===== config.mk =====
export PLATFORM = sky130hd
export DESIGN_NAME = asssm_cell
export DESIGN_NICKNAME = d
export VERILOG_FILES = /design/src/hw/rtl/asssm_pkg.sv /design/src/hw/rtl/asssm_cell.sv
export SDC_FILE = /design/constraint.sdc
export NUM_CORES = 1
export LEC_CHECK = 0
export BUFFER_PORTS_ARGS = -buffer_cell sky130_fd_sc_hd__buf_2
export CORE_MARGIN = 5
export CORE_UTILIZATION = 40
export DETAILED_ROUTE_END_ITERATION = 6
export GPL_TIMING_DRIVEN = 1
export SLEW_MARGIN = 20
export SYNTH_ARGS = -nofsm -noshare
export SYNTH_HDL_FRONTEND = slang
export SYNTH_SLANG_ARGS = --single-unit

===== constraint.sdc =====
create_clock -name i_clk -period 4.9 [get_ports i_clk]
set_clock_uncertainty 0.1 [all_clocks]
set_input_delay 0.49 -clock i_clk [delete_from_list [all_inputs] [get_ports i_clk]]
set_output_delay 0.49 -clock i_clk [all_outputs]
set_load 0.02 [all_outputs]

===== src/hw/rtl/asssm_pkg.sv =====
// Shared types and constants for the alternating-sign subsequence sum block.
`default_nettype none

package asssm_pkg;

    localparam int SAMPLE_W = 18;
    localparam int RES_W    = 24;
    localparam int CFG_W    = 7;

    // Control broadcast from the sequencer to every cell of the row.
    typedef struct packed {
        logic upd;    // an item is accepted this cycle
        logic first;  // that item is the first of its array
        logic live;   // the skip registers hold real sums
        logic load;   // capture the clamped best sum of each cell
        logic shift;  // move the captured sums one cell toward cell zero
    } t_cell_ctl;

endpackage

`default_nettype wire


===== src/hw/rtl/asssm_cell.sv =====
// One length-bound cell: four best sums, neighbor hand-off and the readout stage.
`default_nettype none

module asssm_cell #(
    parameter int SW = 26
) (
    input  wire                                i_clk,
    input  wire asssm_pkg::t_cell_ctl          i_ctl,
    input  wire signed [asssm_pkg::SAMPLE_W-1:0] i_sample,
    input  wire signed [SW-1:0]                i_neg_in,
    input  wire signed [SW-1:0]                i_pos_in,
    output logic signed [SW-1:0]               o_neg_out,
    output logic signed [SW-1:0]               o_pos_out,
    input  wire        [asssm_pkg::RES_W-1:0]  i_res_in,
    output logic       [asssm_pkg::RES_W-1:0]  o_res
);
    import asssm_pkg::*;

    localparam int XW = (SW > RES_W + 1) ? SW : RES_W + 1;

    logic signed [SW-1:0] r_sn, r_sp, r_tn, r_tp;
    logic        [RES_W-1:0] r_res;
    logic signed [SW-1:0] a_ext;
    logic signed [SW-1:0] base_neg, base_pos;
    logic signed [SW-1:0] best_take, best_skip, best;
    logic signed [XW-1:0] best_ext;
    logic        [RES_W-1:0] best_sat;

    assign a_ext = {{(SW-SAMPLE_W){i_sample[SAMPLE_W-1]}}, i_sample};

    // What the next cell extends: best sum whose last element had a plus
    // sign (for its minus) and a minus sign (for its plus).
    always_comb begin
        o_neg_out = r_tp;
        o_pos_out = r_tn;
        if (i_ctl.live && r_sp > o_neg_out) begin
            o_neg_out = r_sp;
        end
        if (i_ctl.live && r_sn > o_pos_out) begin
            o_pos_out = r_sn;
        end
    end

    // A restart from zero is always allowed.
    assign base_neg = (i_neg_in > 0) ? i_neg_in : '0;
    assign base_pos = (i_pos_in > 0) ? i_pos_in : '0;

    always_comb begin
        best_take = (r_tn > r_tp) ? r_tn : r_tp;
        best_skip = (r_sn > r_sp) ? r_sn : r_sp;
        best      = (i_ctl.live && best_skip > best_take) ? best_skip : best_take;
        best_ext  = XW'(best);
        if (best_ext < 0) begin
            best_sat = '0;
        end else if (best_ext > XW'({RES_W{1'b1}})) begin
            best_sat = '1;
        end else begin
            best_sat = best_ext[RES_W-1:0];
        end
    end

    always_ff @(posedge i_clk) begin
        if (i_ctl.upd) begin
            if (i_ctl.first) begin
                r_tn <= -a_ext;
                r_tp <= a_ext;
            end else begin
                r_sn <= (i_ctl.live && r_sn > r_tn) ? r_sn : r_tn;
                r_sp <= (i_ctl.live && r_sp > r_tp) ? r_sp : r_tp;
                r_tn <= base_neg - a_ext;
                r_tp <= base_pos + a_ext;
            end
        end
        if (i_ctl.load) begin
            r_res <= best_sat;
        end else if (i_ctl.shift) begin
            r_res <= i_res_in;
        end
    end

    assign o_res = r_res;

endmodule

`default_nettype wire

## Word-level counts from Yosys, hierarchy flattened

Index checks and enable logic that the tools add are counted.

- $add $sub $neg: 3
- Order comparisons: 9
- Multiplexer cells: 13
- Bitwise operators: 1
- Reductions and logical operators: 5

Operators with widths:

| cell | number |
|---|---|
| $mux W26 | 9 |
| $gt A26 B26 Y1 | 5 |
| $mux W24 | 4 |
| $gt A26 B1 Y1 const B | 2 |
| $add A26 B18 Y26 | 1 |
| $gt A26 B24 Y1 const B | 1 |
| $lt A26 B1 Y1 const B | 1 |
| $neg A18 Y26 | 1 |
| $sub A26 B18 Y26 | 1 |
| $logic_and A1 B1 Y1 | 3 |
| $reduce_and A2 Y1 | 1 |
| $reduce_bool A2 Y1 | 1 |
| $not A1 Y1 | 1 |

- Register bits after elaboration: 128
- Input bits: 100
- Output and inout bits: 76
- Word-level logic and storage cells: 36

## Depth between registers and ports, before layout

Gate-level depths: netlist of the first run.

- Word-level depth: 9
- Depth in mapped cells: 27
- Depth with buffers taken out: 23

## Least setup slack after synthesis of the first run

Ideal clock, no wire load.

- Path type: register to register
- Start point: reg r_tn[25]
- End point: reg r_res[0], in the netlist o_res[0] (data pin)
- Setup time: 261 ps
- Data arrival time: 4920 ps
- Data required time: 4539 ps
- Path slack: -381 ps
- Stages on the path, launching flop included: 22
- Buffers on the path: 3
- Clock period less this slack: 5281 ps
- Cell sequence: edfxtp_1 ha_1 nand4_2 nor4_2 nand4_1 a31o_1 a311oi_2 nor2_1 clkbuf_1 o21ai_0 inv_1 clkbuf_1 ha_1 nand4_1 nor3_1 nand4_1 or3b_4 o31ai_4 and4b_4 or2_1 buf_6 a311o_1

- Longest elaborated chain between the ends: 9
- Elaborated cells between the ends (all ways): 10
- Those cells by class: order compare: 4; mux: 5; reduce/logical: 1

Ends and longest elaborated chain:

| element | RTL line | RTL |
|---|---|---|
| start, declared | asssm_cell.sv:21 | `logic signed [SW-1:0] r_sn, r_sp, r_tn, r_tp;` |
| start signal, assigned | asssm_cell.sv:65 | `r_tn <= -a_ext;` |
| start signal, assigned | asssm_cell.sv:70 | `r_tn <= base_neg - a_ext;` |
| $gt A26 B26 Y1 | asssm_cell.sv:49 | `best_take = (r_tn > r_tp) ? r_tn : r_tp;` |
| $mux W26 * | asssm_cell.sv:49 |  |
| $gt A26 B26 Y1 | asssm_cell.sv:51 | `best = (i_ctl.live && best_skip > best_take) ? best_skip : best_take;` |
| $logic_and A1 B1 Y1 | asssm_cell.sv:51 |  |
| $mux W26 * | asssm_cell.sv:51 |  |
| $gt A26 B24 Y1 | asssm_cell.sv:55 | `end else if (best_ext > XW'({RES_W{1'b1}})) begin` |
| $mux W24 | asssm_cell.sv:55 |  |
| $mux W24 * | asssm_cell.sv:53 | `if (best_ext < 0) begin` |
| $mux W24 * | asssm_cell.sv:74 | `if (i_ctl.load) begin` |
| end signal, assigned | asssm_cell.sv:75 | `r_res <= best_sat;` |
| end signal, assigned | asssm_cell.sv:77 | `r_res <= i_res_in;` |
| end, declared | asssm_cell.sv:22 | `logic [RES_W-1:0] r_res;` |

Mark *: on every way between the ends. The rest lies on a longest branch, timed or not.
A chain may end at the register's enable or synchronous reset.

## Final worst setup path of the first run

- Start point: reg r_tn[21]
- End point: reg r_res[6], in the netlist o_res[6] (data pin)

The elaborated chain is that of the path after synthesis.

==> results of run 1 <==
==> kinds of logic (layout without fill, tap and decap cells) <==
logic type / after synthesis / in the layout
buffers and inverters: 164 / 629
XOR/XNOR: 53 / 53
adder cells (fa/ha/maj): 181 / 181
AND/OR/NAND/NOR: 450 / 450
flip-flops: 128 / 128
AO/OA/AOI/OAI: 372 / 372
multiplexers: 79 / 79
==> repair_timing <==
action,4_1_cts,5_1_grt
gates resized for setup,44,61
pin swaps,9,30
gates cloned,2,1
buffers inserted,8,19
hold buffers,0,0
setup endpoints to repair,24,44
==> where the power goes <==
| part | switching (W) | total (W) | internal, W | leakage [nW] |
|---|---|---|---|---|
| logic | 0.00169 | 0.00318 | 0.00149 | 6.51 |
| clock network | 0.000551 | 0.00132 | 0.000764 | 0.281 |
| registers | 0.0000755 | 0.00151 | 0.00144 | 1.25 |
==> layout make-up <==
class                      instances  area share
timing repair buffer             475       0.186
multi-input combinational       1135       0.504
sequential                       128       0.221
inverter                         122      0.0263
clock inverter                    15     0.00998
tap                              402      0.0289
clock buffer                      17      0.0244
==> Yosys cell counts (26+ instances only) <==
library cell / instances / area (um2)
xnor2_1: 31 / 272
nor2_1: 71 / 267
a21o_1: 40 / 300
nand2_1: 126 / 473
ha_1: 179 / 2240
and2_1: 35 / 219
a21oi_1: 130 / 651
clkbuf_1: 36 / 135
mux2i_1: 53 / 531
o21ai_0: 101 / 505
inv_1: 122 / 458
nor2b_1: 59 / 369
mux2_2: 26 / 293
edfxtp_1: 128 / 3840
==> stage by stage <==
stage          total power [W]  setup TNS (ns)  area (um2)  utilization  instances
5_1_grt                0.00637          -10.41       17400        0.555       2294
6_report               0.00601           -7.38       17400        0.555       2294
3_5_place_dp           0.00427          -15.06       16000        0.509       2233
3_3_place_gp           0.00421          -11.73       16000        0.509       2233
4_1_cts                0.00578           -7.61       16900        0.539       2275
2_1_floorplan          0.00316               0       12700            -       1427
==> sequential cells by signal, indices dropped and copies added (netlist names) <==
signal  cells
r_sn       26
r_sp       26
r_tn       26
r_tp       26
o_res      24
==> worst max-delay path, stage by stage, from the launching register on <==
cell and delay, ns:
edfxtp_1 0.44, ha_4 0.32, nand3_4 0.09, nor4_4 0.36
nand4_1 0.18, a31o_1 0.28, a311oi_4 0.31, nor2_4 0.09
buf_12 0.16, buf_8 0.13, nor2_4 0.10, a21oi_4 0.06
ha_4 0.28, nand4_1 0.18, nor3_2 0.27, nand4_1 0.11
or3b_4 0.40, o31ai_4 0.26, and4b_4 0.23, or2_4 0.32
buf_12 0.17, mux2i_2 0.14
==> layer usage <==
| metal | vias to the layer above | wire [um] |
|---|---|---|
| li1 | 6118 | - |
| met1 | 5641 | 18400 |
| met2 | 381 | 18600 |
| met3 | 41 | 2560 |
| met4 | 0 | 560 |
| met5 | - | 0 |
==> worst paths after layout <==
| path | end | slack [ns] | from |
|---|---|---|---|
| max | o_res[6] | -0.34 | r_tn[21] |
| min reg2reg | r_sn[12] | 0.56 | r_tn[12] |
| max reg2reg | o_res[6] | -0.34 | r_tn[21] |
| min | r_tp[5] | 0.35 | i_sample[5] |
==> flow_metrics.tcl, run 1 <==
set metrics [dict create \
    grt_pass1_wl_um 62000 \
    synth_top_family_by_area "simple AND/OR/NAND/NOR gates" \
    yosysSeqAreaShare 0.303 \
    rows 65 \
    finalNetCount 2160 \
    pre_cts_ws_ns -0.620 \
    clk_pin_slew_worst_paths_ns 0.07 \
    num_vias 12200 \
    layout_min_cycle_time_ns 5.24 \
    syn_nets 1708 \
    clock_latency_ns 0.43 \
    synth_edf_count 128 \
    synth.distinct_cells 72 \
    timing.final.ws_setup_ns -0.342 \
    pin_count 176 \
    fp.dieW_um 188 \
    power_leakage_nw 8.04 \
    cts_buffers 17 \
    synth_compound_area_frac 0.178 \
    synth.mux.area_fraction 0.0650 \
    crit_required_ns 4.98 \
    track_usage 0.218 \
    core_area_mm2 0.0314 \
    hold_path_class "in -> reg" \
    multi_input_area_mm2 0.00877 \
    grt_max_degree 90 \
    worstMarginPinSlew_ns 0.784 \
    die_height_um 188 \
    synth-simple-area-share 0.185 \
    top_usage_layer "met2" \
    synth_fa_ha_area_frac 0.180 \
    met3_usage 0.0410 \
    drv_slew 0 \
    synthArstFlopShare 0 \
    antenna_cells 0 \
    drc 0 \
    postSynthAreaPerCell_um2 8.88 \
    rsz0062_at_grt "yes" \
    antenna_found_initial 0 \
    fillers 2819 \
    syn-instance-count 1427 \
    hold_violations 0 \
    ys.flop_type "edfxtp_1" \
    fin_crit_sh 1.07 \
    dieArea_mm2 0.0353 \
    synthToLayoutAreaGrowth_pct 37.5 \
    irDropWorstVdd_uv 187 \
    use_met1 0.294 \
    cp-end-kind "flip-flop" \
    dr.pass1.iters 5 \
    critPathMaxFanout 8 \
    io_buffers 175 \
    use_met2 0.367 \
    clock-root-buffer "clkbuf_16" \
    ys_warn_count 0 \
    cts_max_level 4 \
    ff_latch_area_mm2 0.00384 \
    gp_congestion 0.913 \
    dp_hpwl_um 32700 \
    synth-seq-cells 128 \
    relSlewSlack 0.476 \
    start_util 0.404 \
    mostFrequentLayoutCell "buf_4" \
    drive_above_1_share 0.342 \
    fmax_mhz 191 \
    synth-xor-area-share 0.0366 \
    ant_nets 0 \
    viasPerCell 5.31 \
    outcome "finished with violations" \
    critPathKind "reg -> reg" \
    grt_pass1_vias 11900 \
    start_kind "flip-flop" \
    drt_iter0_markers 739 \
    timing.hold.ws_ns 0.352 \
    setup_viol 24 \
    hold_depth 3 \
    drv_cap 0 \
    grt.overflow.total 0 \
    cts_tree "built" \
    syn_area_mm2 0.0127 \
    arrival_ns 5.32 \
    powerDensity_mw_per_mm2 345 \
    r2r_cells 21 \
    cts.sinks 128 \
    final_cell_mix "buf_4, buf_2, ha_1, edfxtp_1, nand2_1" \
    cts_buffer_depth 2 \
    wl_per_cell_um 17.5 \
    routed_wl_um 40100 \
    violations "setup timing" \
]
Power figures use the tool's default switching activity.
==> run 2: changes to the inputs <==
--- a/config.mk
+++ b/config.mk
@@ -5,10 +5,9 @@
 export SDC_FILE = /design/constraint.sdc
 export NUM_CORES = 1
 export LEC_CHECK = 0
-export BUFFER_PORTS_ARGS = -buffer_cell sky130_fd_sc_hd__buf_2
-export CORE_MARGIN = 5
 export CORE_UTILIZATION = 40
 export DETAILED_ROUTE_END_ITERATION = 6
+export DONT_BUFFER_PORTS = 1
 export GPL_TIMING_DRIVEN = 1
 export SLEW_MARGIN = 20
 export SYNTH_ARGS = -nofsm -noshare
==> run 2 against run 1 <==
Net effect:
- the run still ends with setup timing left
- non-clock buffer count shrank 168
- clock power increased by 8%
- final area fell by 6.2%
- wire length down 2.0%
- critical path type unchanged
- core utilization fell by 2.6 points
- critical path depth shrank 1
- sequential share of layout area rose by 1.4 points
- global-route usage is 2.4 points higher
- setup slack better by 0.028 ns
- largest power group unchanged
- sequential cell count unchanged
- cell count fell by 7.6%
- critical endpoint is now o_res[8]
==> flow_metrics.tcl, run 2 (same netlist as run 1, synthesis figures left out) <==
set metrics [dict create \
    critPathMaxFanout 8 \
    dr.pass1.iters 7 \
    drc 0 \
    layout_min_cycle_time_ns 5.21 \
    timing.final.ws_setup_ns -0.313 \
    start_util 0.410 \
    synthToLayoutAreaGrowth_pct 29.0 \
    fp.dieW_um 180 \
    clk_pin_slew_worst_paths_ns 0.07 \
    outcome "finished with violations" \
    drive_above_1_share 0.260 \
    route.met2.wl_um 17900 \
    antenna_found_initial 0 \
    fin_crit_sh 1.06 \
    relSlewSlack 0.455 \
    critPathKind "reg -> reg" \
    wl_met1_um 18200 \
    crit_family "simple AND/OR/NAND/NOR gates" \
    final_cell_mix "buf_4, ha_1, edfxtp_1, nand2_1, a21oi_1" \
    cp-end-kind "flip-flop" \
    cts.sinks 128 \
    top_layer "met4" \
    wl_per_cell_um 18.5 \
    grt_pass1_wl_um 61100 \
    ant_nets 0 \
    wl_met3_um 2550 \
    slowest_delay_ns 0.42 \
    ff_latch_area_mm2 0.00384 \
    hold_buffers 0 \
    irDropWorstVdd_uv 200 \
    routed_wl_um 39300 \
    drv_cap 0 \
    setup_viol 24 \
    cts_tree "built" \
    track_usage 0.242 \
    fin_area_mm2 0.0163 \
    worstPathCellList "inv_2, ha_4, nand4_4, nor4_4, nand4_1, a31o_1, a311oi_2, nor2_4, buf_12, a21oi_1, ha_1, nand4_1, nor3_2, nand4_1, or3b_4, a31o_1, and4b_4, or2_4, clkbuf_16, mux2i_1" \
    grt_max_degree 91 \
    drv_slew 0 \
    grt.overflow.total 0 \
    worstMarginPinSlew_ns 0.818 \
    io_buffers 0 \
    clock-root-buffer "clkbuf_16" \
    multi_input_area_mm2 0.00850 \
    gp_congestion 0.923 \
    cp_common_cell "nand4_1" \
    power_w 0.00583 \
    mostFrequentLayoutCell "buf_4" \
    critPathBufInv 3 \
    hold_violations 0 \
    powerDensity_mw_per_mm2 357 \
    cts_buffer_depth 2 \
    rsz0062_at_grt "yes" \
    num_vias 11600 \
    place_area_mm2 0.0152 \
    hold_path_class "in -> reg" \
    viasPerCell 5.46 \
    violations "setup timing" \
    arrival_ns 5.30 \
    rows 64 \
    grt_pass1_vias 11400 \
    cts_buffers 17 \
    core_area_mm2 0.0309 \
    pin_count 176 \
    clock_latency_ns 0.44 \
    fillers 2782 \
    drt_iter0_markers 877 \
    dieArea_mm2 0.0324 \
    start_kind "flip-flop" \
    dp_hpwl_um 32000 \
    tns_ns -6.92 \
    die_height_um 180 \
    fmax_mhz 192 \
    cts_max_level 4 \
    critPathSlowestCell "edfxtp_1" \
    antenna_cells 0 \
    crit_required_ns 4.99 \
    finalNetCount 1992 \
    power_leakage_nw 7.39 \
]
==> run 2: cell count changes in the layout (fill, tap and decap cells not counted), moves of 4 or more <==
cell     before  now
buf_4       291  299
a21oi_1     112  118
nor2_4        8    3
nor2_1       57   63
a21oi_4       5    1
buf_2       175    0
ha_1        162  173
ha_4         17    6
==> run 2: repair_timing <==
action / in CTS / in global routing
cloned: 1 / 1
setup buffers: 20 / 6
endpoints found under the setup margin: 24 / 26
resized for setup: 35 / 19
pin swaps: 11 / 17
==> run 2: report_power, final <==
part / switching (W) / leakage [nW] / internal [W] / total (W)
sequential: 0.000180 / 1.25 / 0.00145 / 0.00163
combinational: 0.00144 / 5.84 / 0.00133 / 0.00278
clock: 0.000528 / 0.302 / 0.000899 / 0.00143
==> run 2: worst reg2reg max path: cells and delay by family, from the launching register on <==
kind | cells | cell delay, ns
mux | 1 | 0.11
buf+inv | 3 | 0.42
flops | 1 | 0.42
compound gates | 4 | 1.21
simple gates | 10 | 2.20
fa+ha+maj | 2 | 0.52
==> run 2: worst paths after layout <==
path	from	end	slack (ns)	cells past startpoint
setup reg to reg	r_tp[23]	o_res[8]	-0.31	20
setup / recovery	r_tp[23]	o_res[8]	-0.31	20
hold / removal	i_ctl[4]	r_tn[20]	0.07	0
hold reg to reg	r_sp[22]	r_sp[22]	0.72	2
==> run 2: area by class of cell <==
class | count | area share
tap | 396 | 0.0303
clock buffer | 17 | 0.0260
inverter | 122 | 0.0280
multi-input combinational | 1135 | 0.520
sequential | 128 | 0.235
clock inverter | 15 | 0.0132
timing repair buffer | 307 | 0.147
==> run 2: per-layer routing <==
| layer | track usage | vias up |
|---|---|---|
| li1 | - | 5765 |
| met1 | 0.324 | 5389 |
| met2 | 0.398 | 387 |
| met3 | 0.0488 | 34 |
| met4 | 0.0590 | 0 |
| met5 | 0 | - |
==> run 2: metrics by stage <==
step / hold WS [ns] / worst slack (ns) / util / instances
2_1_floorplan: 0.502 / 0.00685 / - / 1427
3_3_place_gp: 0.510 / -0.452 / 0.491 / 2060
3_5_place_dp: 0.509 / -0.513 / 0.491 / 2060
4_1_cts: 0.0569 / -0.232 / 0.523 / 2113
5_1_grt: 0.0535 / -0.515 / 0.529 / 2120
6_report: 0.0696 / -0.313 / 0.529 / 2120
==> run 3: changes to the inputs <==
--- a/config.mk
+++ b/config.mk
@@ -9,6 +9,7 @@
 export DETAILED_ROUTE_END_ITERATION = 6
 export DONT_BUFFER_PORTS = 1
 export GPL_TIMING_DRIVEN = 1
+export RECOVER_POWER = 50
 export SLEW_MARGIN = 20
 export SYNTH_ARGS = -nofsm -noshare
 export SYNTH_HDL_FRONTEND = slang
==> run 3 against run 2 <==
Net effect:
- the run ends with capacitance limit, slew limit, setup timing left
- power about the same
- via count increased by 0.40%
- combinational power about the same
- non-clock buffer count unchanged
- wire length about the same
- largest power group unchanged
==> flow_metrics.tcl, run 3 (same netlist as run 1, synthesis figures left out) <==
set metrics [dict create \
    fmax_mhz 192 \
    rsz0062_at_grt "yes" \
    clkPwrFrac 0.245 \
    relSlewSlack -0.467 \
    core_area_mm2 0.0309 \
    hold_depth 0 \
    wl_met1_um 18000 \
    pre_cts_ws_ns -0.513 \
    rows 64 \
    cts_buffer_depth 2 \
    start_util 0.410 \
    synthToLayoutAreaGrowth_pct 28.9 \
    power_w 0.00583 \
    cp_common_cell "nand4_1" \
    critPathMaxFanout 8 \
    drv_cap 2 \
    clock-root-buffer "clkbuf_16" \
    mostFrequentLayoutCell "buf_4" \
    grt_pass1_vias 11400 \
    regToRegSetupSlack_ns -0.32 \
    pin_count 176 \
    critPathSlowestCell "edfxtp_1" \
    drv_slew 55 \
    timing.hold.ws_ns 0.0724 \
    route.met2.wl_um 18000 \
    final_cells 2120 \
    worstHoldEndpoint "r_tp[23]" \
    irDropWorstVdd_uv 199 \
    final_cell_mix "buf_4, ha_1, edfxtp_1, nand2_1, a21oi_1" \
    p_comb_frac 0.476 \
    drt_iter0_markers 839 \
    setup_viol 24 \
    timing.final.ws_setup_ns -0.316 \
    start_kind "flip-flop" \
    internal_power_w 0.00368 \
    arrival_ns 5.30 \
    r2r_cells 20 \
    cp-end-kind "flip-flop" \
    layout_min_cycle_time_ns 5.22 \
    dieArea_mm2 0.0324 \
    top_layer "met4" \
    violations "capacitance limit, slew limit, setup timing" \
    cts.sinks 128 \
    finalNetCount 1992 \
    seqPwrFrac 0.279 \
    crit_required_ns 4.99 \
    placedCellCount 2060 \
    fin_crit_sh 1.06 \
    viasPerCell 5.48 \
    powerDensity_mw_per_mm2 357 \
    grt_max_degree 91 \
    switching_share 0.369 \
    cts_max_level 4 \
    r2r_end "o_res[8]" \
    track_usage 0.242 \
    fp.dieW_um 180 \
    drive_above_1_share 0.258 \
    worstPathCellList "inv_2, ha_4, nand4_4, nor4_4, nand4_1, a31o_1, a311oi_2, nor2_4, buf_12, a21oi_1, ha_1, nand4_1, nor3_2, nand4_1, or3b_4, a31o_1, and4b_4, or2_4, clkbuf_16, mux2i_1" \
    ant_nets 0 \
    gp_congestion 0.923 \
    dr.pass1.iters 5 \
    cts_buffers 17 \
    antenna_found_initial 0 \
    die_height_um 180 \
    power_leakage_nw 7.38 \
    cts_tree "built" \
    grt_pass1_wl_um 61100 \
    hold_violations 0 \
    power_switching_w 0.00215 \
    worstMarginPinSlew_ns 2.20 \
    routed_wl_um 39300 \
    io_buffers 0 \
    antenna_cells 0 \
    reg2reg_from "r_tp[23]" \
    drc 0 \
    tns_ns -6.98 \
    min_from "i_ctl[4]" \
    grt.overflow.total 0 \
    outcome "finished with violations" \
    dp_hpwl_um 32000 \
    hold_path_class "in -> reg" \
    critPathKind "reg -> reg" \
    slowest_delay_ns 0.43 \
    clock_latency_ns 0.44 \
    clk_pin_slew_worst_paths_ns 0.07 \
    wl_met3_um 2710 \
    wl_per_cell_um 18.6 \
    num_vias 11600 \
    hold_buffers 0 \
]
-- run 3: worst max path at each step --
stage,from,to,slack [ns]
4_1_cts,r_tp[22],o_res[4],-0.23
5_1_grt,r_tn[22],o_res[5],-0.52
2_1_floorplan,r_tp[11],o_res[0],0.007
3_3_place_gp,r_tp[18],o_res[3],-0.45
3_5_place_dp,r_tn[20],o_res[4],-0.51
6_report,r_tp[23],o_res[8],-0.32
-- run 3: layout make-up --
class                      count  area [um2]
clock inverter                15         215
sequential                   128        3840
multi-input combinational   1135        8490
tap                          396         495
timing repair buffer         307        2400
clock buffer                  17         425
inverter                     122         458
fill                        2783       14600
-- run 3: metal layers --
metal,track usage,vias up
met3,0.0488,35
met1,0.324,5414
met5,0,-
met2,0.398,408
met4,0.0590,0
li1,-,5764
-- run 3: power groups by stage --
| stage | Sequential (W) | Clock (W) | Combinational, W |
|---|---|---|---|
| after floorplan | 0.00163 | 0 | 0.00153 |
| after global placement | 0.00164 | 0 | 0.00244 |
| after detailed placement | 0.00165 | 0 | 0.00249 |
| after CTS | 0.00162 | 0.00144 | 0.00266 |
| after global routing | 0.00164 | 0.00149 | 0.00303 |
| final | 0.00163 | 0.00143 | 0.00277 |
-- run 3: critical path: cells and delay by family, from the launching register on --
family                     cells  cell delay, ns
AOI/OAI and AO/OA              4            1.20
adders and majority gates      2            0.51
buffers and inverters          3            0.41
DFF                            1            0.43
muxes                          1            0.11
and+or+nand+nor               10            2.18
-- run 3: timing repair --
action | 4_1_cts | 5_1_grt
gates resized for setup | 35 | 19
pin swaps | 11 | 17
gates cloned | 1 | 1
buffers inserted | 20 | 6
setup endpoints to repair | 24 | 26
-- run 3: metrics by stage --
| step | cell area [um2] | util |
|---|---|---|
| floorplan | 12700 | - |
| global placement | 15200 | 0.491 |
| detailed placement | 15200 | 0.491 |
| CTS | 16200 | 0.523 |
| global route | 16300 | 0.528 |
| finish | 16300 | 0.528 |
